<file path="config.mk">
export PLATFORM = sky130hd
export DESIGN_NAME = int128_to_decimal_digits_top
export DESIGN_NICKNAME = d
export VERILOG_FILES = /design/src/rtl/i2d_pkg.sv /design/src/rtl/i2d_bcd_unit.sv /design/src/rtl/i2d_seq.sv /design/src/rtl/int128_to_decimal_digits_top.sv
export SDC_FILE = /design/constraint.sdc
export NUM_CORES = 1
export LEC_CHECK = 0
export BUFFER_PORTS_ARGS = -buffer_cell sky130_fd_sc_hd__buf_2
export CORE_UTILIZATION = 25
export DETAILED_ROUTE_END_ITERATION = 8
export HOLD_SLACK_MARGIN = 0.08
export SETUP_SLACK_MARGIN = 0.1
export SYNTH_ARGS = -nofsm -noshare
export SYNTH_HDL_FRONTEND = slang
export SYNTH_SLANG_ARGS = --single-unit
</file>
<file path="constraint.sdc">
create_clock -name clk -period 6.7 [get_ports clk]
set_clock_uncertainty 0.05 [all_clocks]
set_input_delay 1.675 -clock clk [delete_from_list [all_inputs] [get_ports clk]]
set_output_delay 1.675 -clock clk [all_outputs]
set_load 0.05 [all_outputs]
</file>
<file path="src/rtl/i2d_pkg.sv">
// Shared types and constants for the 128-bit signed binary to decimal converter.
// Used by i2d_bcd_unit, i2d_seq and int128_to_decimal_digits_top; no dependencies.
package i2d_pkg;

  localparam int MAG_BITS  = 128;
  localparam int HALF_BITS = 64;
  localparam int CNT_W     = 7;
  localparam int DIG_W     = 4;

  typedef enum logic [2:0] {
    ST_IDLE,
    ST_CONV,
    ST_SKIP,
    ST_SIGN,
    ST_DIGIT
  } state_t;

  // Commands from the sequencer to the shift-and-adjust unit
  typedef struct packed {
    logic load;
    logic dabble;
    logic shift_out;
  } unit_cmd_t;

  // Add three to a BCD digit of five or more ahead of a left shift
  function automatic logic [DIG_W-1:0] bcd_adjust(input logic [DIG_W-1:0] d);
    logic [DIG_W-1:0] r;
    r = (d >= DIG_W'(5)) ? d + DIG_W'(3) : d;
    return r;
  endfunction

endpackage

</file>
<file path="src/rtl/i2d_bcd_unit.sv">
// Shared shift-and-adjust unit: magnitude shift register plus BCD digit register.
// Depends on i2d_pkg for the command struct and the digit adjust function.
module i2d_bcd_unit #(
  parameter int DIGITS = 39
) (
  input  logic                            clk,
  input  logic [i2d_pkg::HALF_BITS-1:0]   value_high,
  input  logic [i2d_pkg::HALF_BITS-1:0]   value_low,
  input  i2d_pkg::unit_cmd_t              cmd,
  output logic [i2d_pkg::DIG_W-1:0]       top_digit
);

  localparam int BCD_W = DIGITS * i2d_pkg::DIG_W;

  logic [i2d_pkg::MAG_BITS-1:0] mag;
  logic [i2d_pkg::MAG_BITS-1:0] mag_in;
  logic [BCD_W-1:0]             bcd;
  logic [BCD_W-1:0]             bcd_adj;

  // Take the magnitude: negate when the sign bit is set (the most negative value wraps to 2^127)
  assign mag_in = value_high[i2d_pkg::HALF_BITS-1] ?
                  (~{value_high, value_low} + i2d_pkg::MAG_BITS'(1)) :
                  {value_high, value_low};

  // Adjust every digit independently before the shift
  always_comb begin
    for (int i = 0; i < DIGITS; i++) begin
      bcd_adj[i*i2d_pkg::DIG_W +: i2d_pkg::DIG_W] =
        i2d_pkg::bcd_adjust(bcd[i*i2d_pkg::DIG_W +: i2d_pkg::DIG_W]);
    end
  end

  // Load, shift one magnitude bit into the digits, or shift a digit out at the top
  always_ff @(posedge clk) begin
    if (cmd.load) begin
      mag <= mag_in;
      bcd <= '0;
    end else if (cmd.dabble) begin
      mag <= {mag[i2d_pkg::MAG_BITS-2:0], 1'b0};
      bcd <= {bcd_adj[BCD_W-2:0], mag[i2d_pkg::MAG_BITS-1]};
    end else if (cmd.shift_out) begin
      bcd <= {bcd[BCD_W-i2d_pkg::DIG_W-1:0], {i2d_pkg::DIG_W{1'b0}}};
    end
  end

  assign top_digit = bcd[BCD_W-1 -: i2d_pkg::DIG_W];

endmodule

</file>
<file path="src/rtl/i2d_seq.sv">
// Sequencer: input handshake, conversion bit counter, leading-zero skip and output register.
// Depends on i2d_pkg for the state type and the unit command struct.
module i2d_seq #(
  parameter int DIGITS = 39
) (
  input  logic                       clk,
  input  logic                       rst,
  input  logic                       in_valid,
  output logic                       in_ready,
  input  logic                       sign,
  input  logic [i2d_pkg::DIG_W-1:0]  top_digit,
  output i2d_pkg::unit_cmd_t         cmd,
  output logic                       out_valid,
  input  logic                       out_ready,
  output logic                       is_minus,
  output logic [i2d_pkg::DIG_W-1:0]  digit,
  output logic                       last
);

  localparam int REM_W = $clog2(DIGITS + 1);

  i2d_pkg::state_t             state;
  i2d_pkg::state_t             state_next;
  logic [i2d_pkg::CNT_W-1:0]   cnt;
  logic [REM_W-1:0]            rem;
  logic                        neg;
  logic                        can_load;
  logic                        out_load;
  logic                        out_minus_d;
  logic [i2d_pkg::DIG_W-1:0]   out_digit_d;
  logic                        out_last_d;
  logic                        conv_done;
  logic                        skip_zero;

  assign can_load  = !out_valid || out_ready;
  assign conv_done = (cnt == i2d_pkg::CNT_W'(i2d_pkg::MAG_BITS - 1));
  assign skip_zero = (top_digit == '0) && (rem > REM_W'(1));

  // Next state
  always_comb begin
    state_next = state;
    unique case (state)
      i2d_pkg::ST_IDLE:  if (in_valid) state_next = i2d_pkg::ST_CONV;
      i2d_pkg::ST_CONV:  if (conv_done) state_next = i2d_pkg::ST_SKIP;
      i2d_pkg::ST_SKIP: begin
        if (!skip_zero) state_next = neg ? i2d_pkg::ST_SIGN : i2d_pkg::ST_DIGIT;
      end
      i2d_pkg::ST_SIGN:  if (can_load) state_next = i2d_pkg::ST_DIGIT;
      i2d_pkg::ST_DIGIT: if (can_load && rem == REM_W'(1)) state_next = i2d_pkg::ST_IDLE;
      default:           state_next = i2d_pkg::ST_IDLE;
    endcase
  end

  // Unit commands and output item selection
  always_comb begin
    cmd         = '0;
    in_ready    = 1'b0;
    out_load    = 1'b0;
    out_minus_d = 1'b0;
    out_digit_d = '0;
    out_last_d  = 1'b0;
    unique case (state)
      i2d_pkg::ST_IDLE: begin
        in_ready = 1'b1;
        cmd.load = in_valid;
      end
      i2d_pkg::ST_CONV: cmd.dabble = 1'b1;
      i2d_pkg::ST_SKIP: cmd.shift_out = skip_zero;
      i2d_pkg::ST_SIGN: begin
        out_load    = can_load;
        out_minus_d = 1'b1;
      end
      i2d_pkg::ST_DIGIT: begin
        out_load      = can_load;
        out_digit_d   = top_digit;
        out_last_d    = (rem == REM_W'(1));
        cmd.shift_out = can_load;
      end
      default: ;
    endcase
  end

  // Advance state, bit counter and remaining digit count
  always_ff @(posedge clk) begin
    if (rst) begin
      state <= i2d_pkg::ST_IDLE;
    end else begin
      state <= state_next;
    end
    if (state == i2d_pkg::ST_IDLE && in_valid) begin
      cnt <= '0;
      neg <= sign;
    end else if (state == i2d_pkg::ST_CONV) begin
      cnt <= cnt + i2d_pkg::CNT_W'(1);
    end
    if (state == i2d_pkg::ST_CONV) begin
      rem <= REM_W'(DIGITS);
    end else if (cmd.shift_out) begin
      rem <= rem - REM_W'(1);
    end
  end

  // Hold the output item until it is taken
  always_ff @(posedge clk) begin
    if (rst) begin
      out_valid <= 1'b0;
    end else if (out_load) begin
      out_valid <= 1'b1;
    end else if (out_ready) begin
      out_valid <= 1'b0;
    end
    if (out_load) begin
      is_minus <= out_minus_d;
      digit    <= out_digit_d;
      last     <= out_last_d;
    end
  end

`ifndef ASSERT_OFF
  a_sign_only_neg: assert property (@(posedge clk) disable iff (rst)
    (state == i2d_pkg::ST_SIGN) |-> neg)
    else $error("sign item issued for a non-negative value");

  a_accept_starts_conv: assert property (@(posedge clk) disable iff (rst)
    (in_valid && in_ready) |=> (state == i2d_pkg::ST_CONV && cnt == '0))
    else $error("accepted item did not start conversion");

  a_digit_rem_nonzero: assert property (@(posedge clk) disable iff (rst)
    (state == i2d_pkg::ST_DIGIT) |-> (rem != '0))
    else $error("digit emission ran past the digit count");

  a_last_ends_run: assert property (@(posedge clk) disable iff (rst)
    (out_load && out_last_d) |=> (state == i2d_pkg::ST_IDLE))
    else $error("final item issued without returning to idle");
`endif

endmodule

</file>
<file path="src/rtl/int128_to_decimal_digits_top.sv">
// Top level of the signed 128-bit binary to decimal digit stream converter.
// Instantiates i2d_seq and i2d_bcd_unit; uses i2d_pkg.
//
//   Channel | Handshake            | Payload
//   --------+----------------------+----------------------------------
//   in      | in_valid / in_ready  | value_high[63:0], value_low[63:0]
//   out     | out_valid / out_ready| is_minus, digit[3:0], last
//
// Steps: an item is accepted, its 128 magnitude bits are shifted one at a time
// into the shared BCD unit with a digit adjust ahead of each shift, then leading
// zeros are dropped and the digits issued, with a sign item ahead of them for a
// negative value.
// in_ready is high only while the sequencer is idle.
// Reset (rst, synchronous) returns the sequencer to idle and empties the output register.
// A stalled output holds the sequencer in place; the output register lets the
// next item be accepted while the final digit still waits.
module int128_to_decimal_digits_top #(
  parameter int DIGITS = 39
) (
  input  logic                            clk,
  input  logic                            rst,
  input  logic                            in_valid,
  output logic                            in_ready,
  input  logic [i2d_pkg::HALF_BITS-1:0]   value_high,
  input  logic [i2d_pkg::HALF_BITS-1:0]   value_low,
  output logic                            out_valid,
  input  logic                            out_ready,
  output logic                            is_minus,
  output logic [i2d_pkg::DIG_W-1:0]       digit,
  output logic                            last
);

  i2d_pkg::unit_cmd_t          cmd;
  logic [i2d_pkg::DIG_W-1:0]   top_digit;

  i2d_seq #(
    .DIGITS (DIGITS)
  ) u_seq (
    .clk       (clk),
    .rst       (rst),
    .in_valid  (in_valid),
    .in_ready  (in_ready),
    .sign      (value_high[i2d_pkg::HALF_BITS-1]),
    .top_digit (top_digit),
    .cmd       (cmd),
    .out_valid (out_valid),
    .out_ready (out_ready),
    .is_minus  (is_minus),
    .digit     (digit),
    .last      (last)
  );

  i2d_bcd_unit #(
    .DIGITS (DIGITS)
  ) u_bcd (
    .clk        (clk),
    .value_high (value_high),
    .value_low  (value_low),
    .cmd        (cmd),
    .top_digit  (top_digit)
  );

endmodule
</file>
==> flow_summary.toml <==
[worst_setup_path]
crit_start = "value_low[10]"
critPathKind = "input pin to flop"
required_ns = 6.94
ff2ff_path_depth = 7
r2r_slack_ns = 3.34
worstPathArrival_ns = 4.82
cp-start-kind = "input pin"
r2r_start = "u_seq.rem[2]$_SDFFE_PP1P_"
end_kind = "flop"
crit_path_max_fanout = 13

[drt]
ant_nets = 0
wl_per_cell_um = 15.63
viasPerCell = 5.027
drt_iter0_markers = 1395
vias = 17410
wirelength_um = 54120
detailedRoute.firstPassIterationCount = 8
drc_errors = 0

[clock_tree]
hold_buffers = 0
clock_path_buffers = 3
clockRootBuffer = "clkbuf_16"
cts_buffers = 37
cts_resized = 0
cts_tree = "yes"
clk_pin_slew_ns = 0.06
cts.sinks = 308
h-tree-depth = 2
clock_latency_ns = 0.55
post-cts-setup-buffers = 0

[synthesis]
synth_commonest_cells = "o21ai_0, nor2_1, nand2_1, dfxtp_1, edfxtp_1"
ys_top_cells_by_area = "edfxtp_1, dfxtp_1, o21ai_0, ha_1, xor2_1"
synth_top_cell_by_area = "edfxtp_1"
avgSynthCellArea_um2 = 8.412
synth_warnings = 0
seq_area_frac_synth = 0.3832
ys_seq_elements = 308
yosysUniqueCellTypes = 49
syn_inst = 2332
ys.flop_type = "dfxtp_1"
netlist_area_um2 = 19620
synth_edf_count = 135
syn_nets = 2546
yosys.area.top_type_share = 0.2067
yosysMostFrequentCell = "o21ai_0"
async_reset_ff_frac = 0

[pwr]
internal-power_uw = 5624
comb_power_share = 0.409
switching_share = 0.4147
pwr-share-seq = 0.382
power_uw = 9609
netSwitchingPower_uw = 3985
power_frac_clock = 0.209
power_density_nw_per_um2 = 427.5
p_leak_uw = 0.007779
peakVddDrop_v = 0.0002306

[global_routing]
antenna_found_initial = 6
grt_max_degree = 126
gr-total-overflow = 0
grt_pass1_wl_um = 87920
grt_pass1_vias = 16064
grtUsageTotal = 0.1350

[flow_run]
maxCapViolCount = 0

[place]
place_congestion = 0.9533
port_buffers = 139
place_hpwl_um = 36400

[timing]
min_period_ns = 4.585
max_freq_mhz = 218.1
fin_setup_tns_ns = 0
hold_viol = 0
rsz0062_at_grt = "false"
worstMarginPinSlew_ns = 1.108
holdWs_ns = 0.4236
setup_viol = 0
fin_crit_sh = 0.6843
relSlewSlack = 0.2605
maxSlewViolCount = 0

[layout]
final_util = 0.2897
final_nets = 2610
area_growth_pct = 14.57
drive_above_1_share = 0.09785

[die]
std_cell_rows = 102
coreArea_um2 = 77590
chipHeight_um = 282.1
start_util = 0.2528
io_pins = 140
fp.dieW_um = 282.1
dieArea_um2 = 79590

[worst_hold_path]
min_path_cells = 2
hold_start = "u_seq.cnt[1]$_SDFFE_PP0P_"
worst_hold_path_type = "flop to flop"

[outcome]
status = "finished, final reports clean"
[cells in the final DEF (no fill, tap or decap), types with 46 or more instances in the layout]
cell,instances
nor3_1,68
ha_1,82
nor2_1,218
a21oi_1,125
nor2b_1,78
inv_1,87
a211oi_1,116
xnor2_1,56
dfxtp_1,173
o21ai_0,307
nand2b_1,46
edfxtp_1,135
xor2_1,117
nand2_1,206
buf_2,138
[sequential cells by signal (all words and copies together), names as in the netlist]
name,cells
u_bcd.bcd,156
u_bcd.mag,128
u_seq.cnt,7
u_seq.digit,4
u_seq.is_minus,1
u_seq.last,1
u_seq.neg,1
u_seq.out_valid,1
u_seq.rem,6
u_seq.state,3
[critical path, stage by stage]
cell     delay (ns)
buf_2          0.12
or4_1          0.58
or4b_4         0.69
nor4_4         0.69
buf_4          0.29
nand3_1        0.12
o41ai_1        0.40
xor2_1         0.18
o21ai_1        0.07
[metal layers]
layer  part of all wire  global-route usage  vias to the layer above
met4              0.030             0.04571                        2
met2               0.43              0.2050                      521
met3              0.071             0.02850                      109
li1                   -                   -                     8675
met5            0.00026                   0                        -
met1               0.47              0.1881                     8103
[cells by family after synthesis]
logic type      Yosys count  share of synthesized area
simple gates            769                     0.1894
buf+inv                 218                    0.04191
fa+ha+maj                82                    0.05230
compound gates          741                     0.2350
mux                      41                    0.02092
flops                   308                     0.3832
xor+xnor                173                    0.07724
[power groups by stage]
| stage | Combinational, uW | Sequential, uW | Clock [uW] |
|---|---|---|---|
| finish | 3930 | 3670 | 2010 |
| global route | 4530 | 3800 | 2130 |
| CTS | 3980 | 3670 | 2070 |
| detailed placement | 3960 | 3690 | 0 |
| global placement | 3900 | 3680 | 0 |
| floorplan | 3110 | 3560 | 0 |
[stage by stage]
step                      instances  cell area (um^2)  setup slack (ns)
after global placement         3397             21310             1.596
after floorplan                2332             19620             1.108
after CTS                      3462             22470             2.181
after global routing           3462             22470             1.952
after detailed placement       3397             21310             1.587
final                          3463             22480             2.115
[area by class of cell]
class / instances / area [um^2]
sequential: 308 / 7517
tap: 1040 / 1301
fill: 8398 / 55120
timing repair buffer: 155 / 830.8
clock buffer: 43 / 978.4
antenna: 1 / 2.502
multi-input combinational: 1806 / 11330
inverter: 88 / 335.3
clock inverter: 22 / 182.7
[worst paths after layout]
kind	end
max	u_bcd.mag[91]$_DFFE_PP_
min	u_seq.cnt[1]$_SDFFE_PP0P_
max reg2reg	u_bcd.bcd[44]$_SDFFE_PP0P_
min reg2reg	u_seq.cnt[1]$_SDFFE_PP0P_
Note: power is estimated with default switching activity, not from simulation.
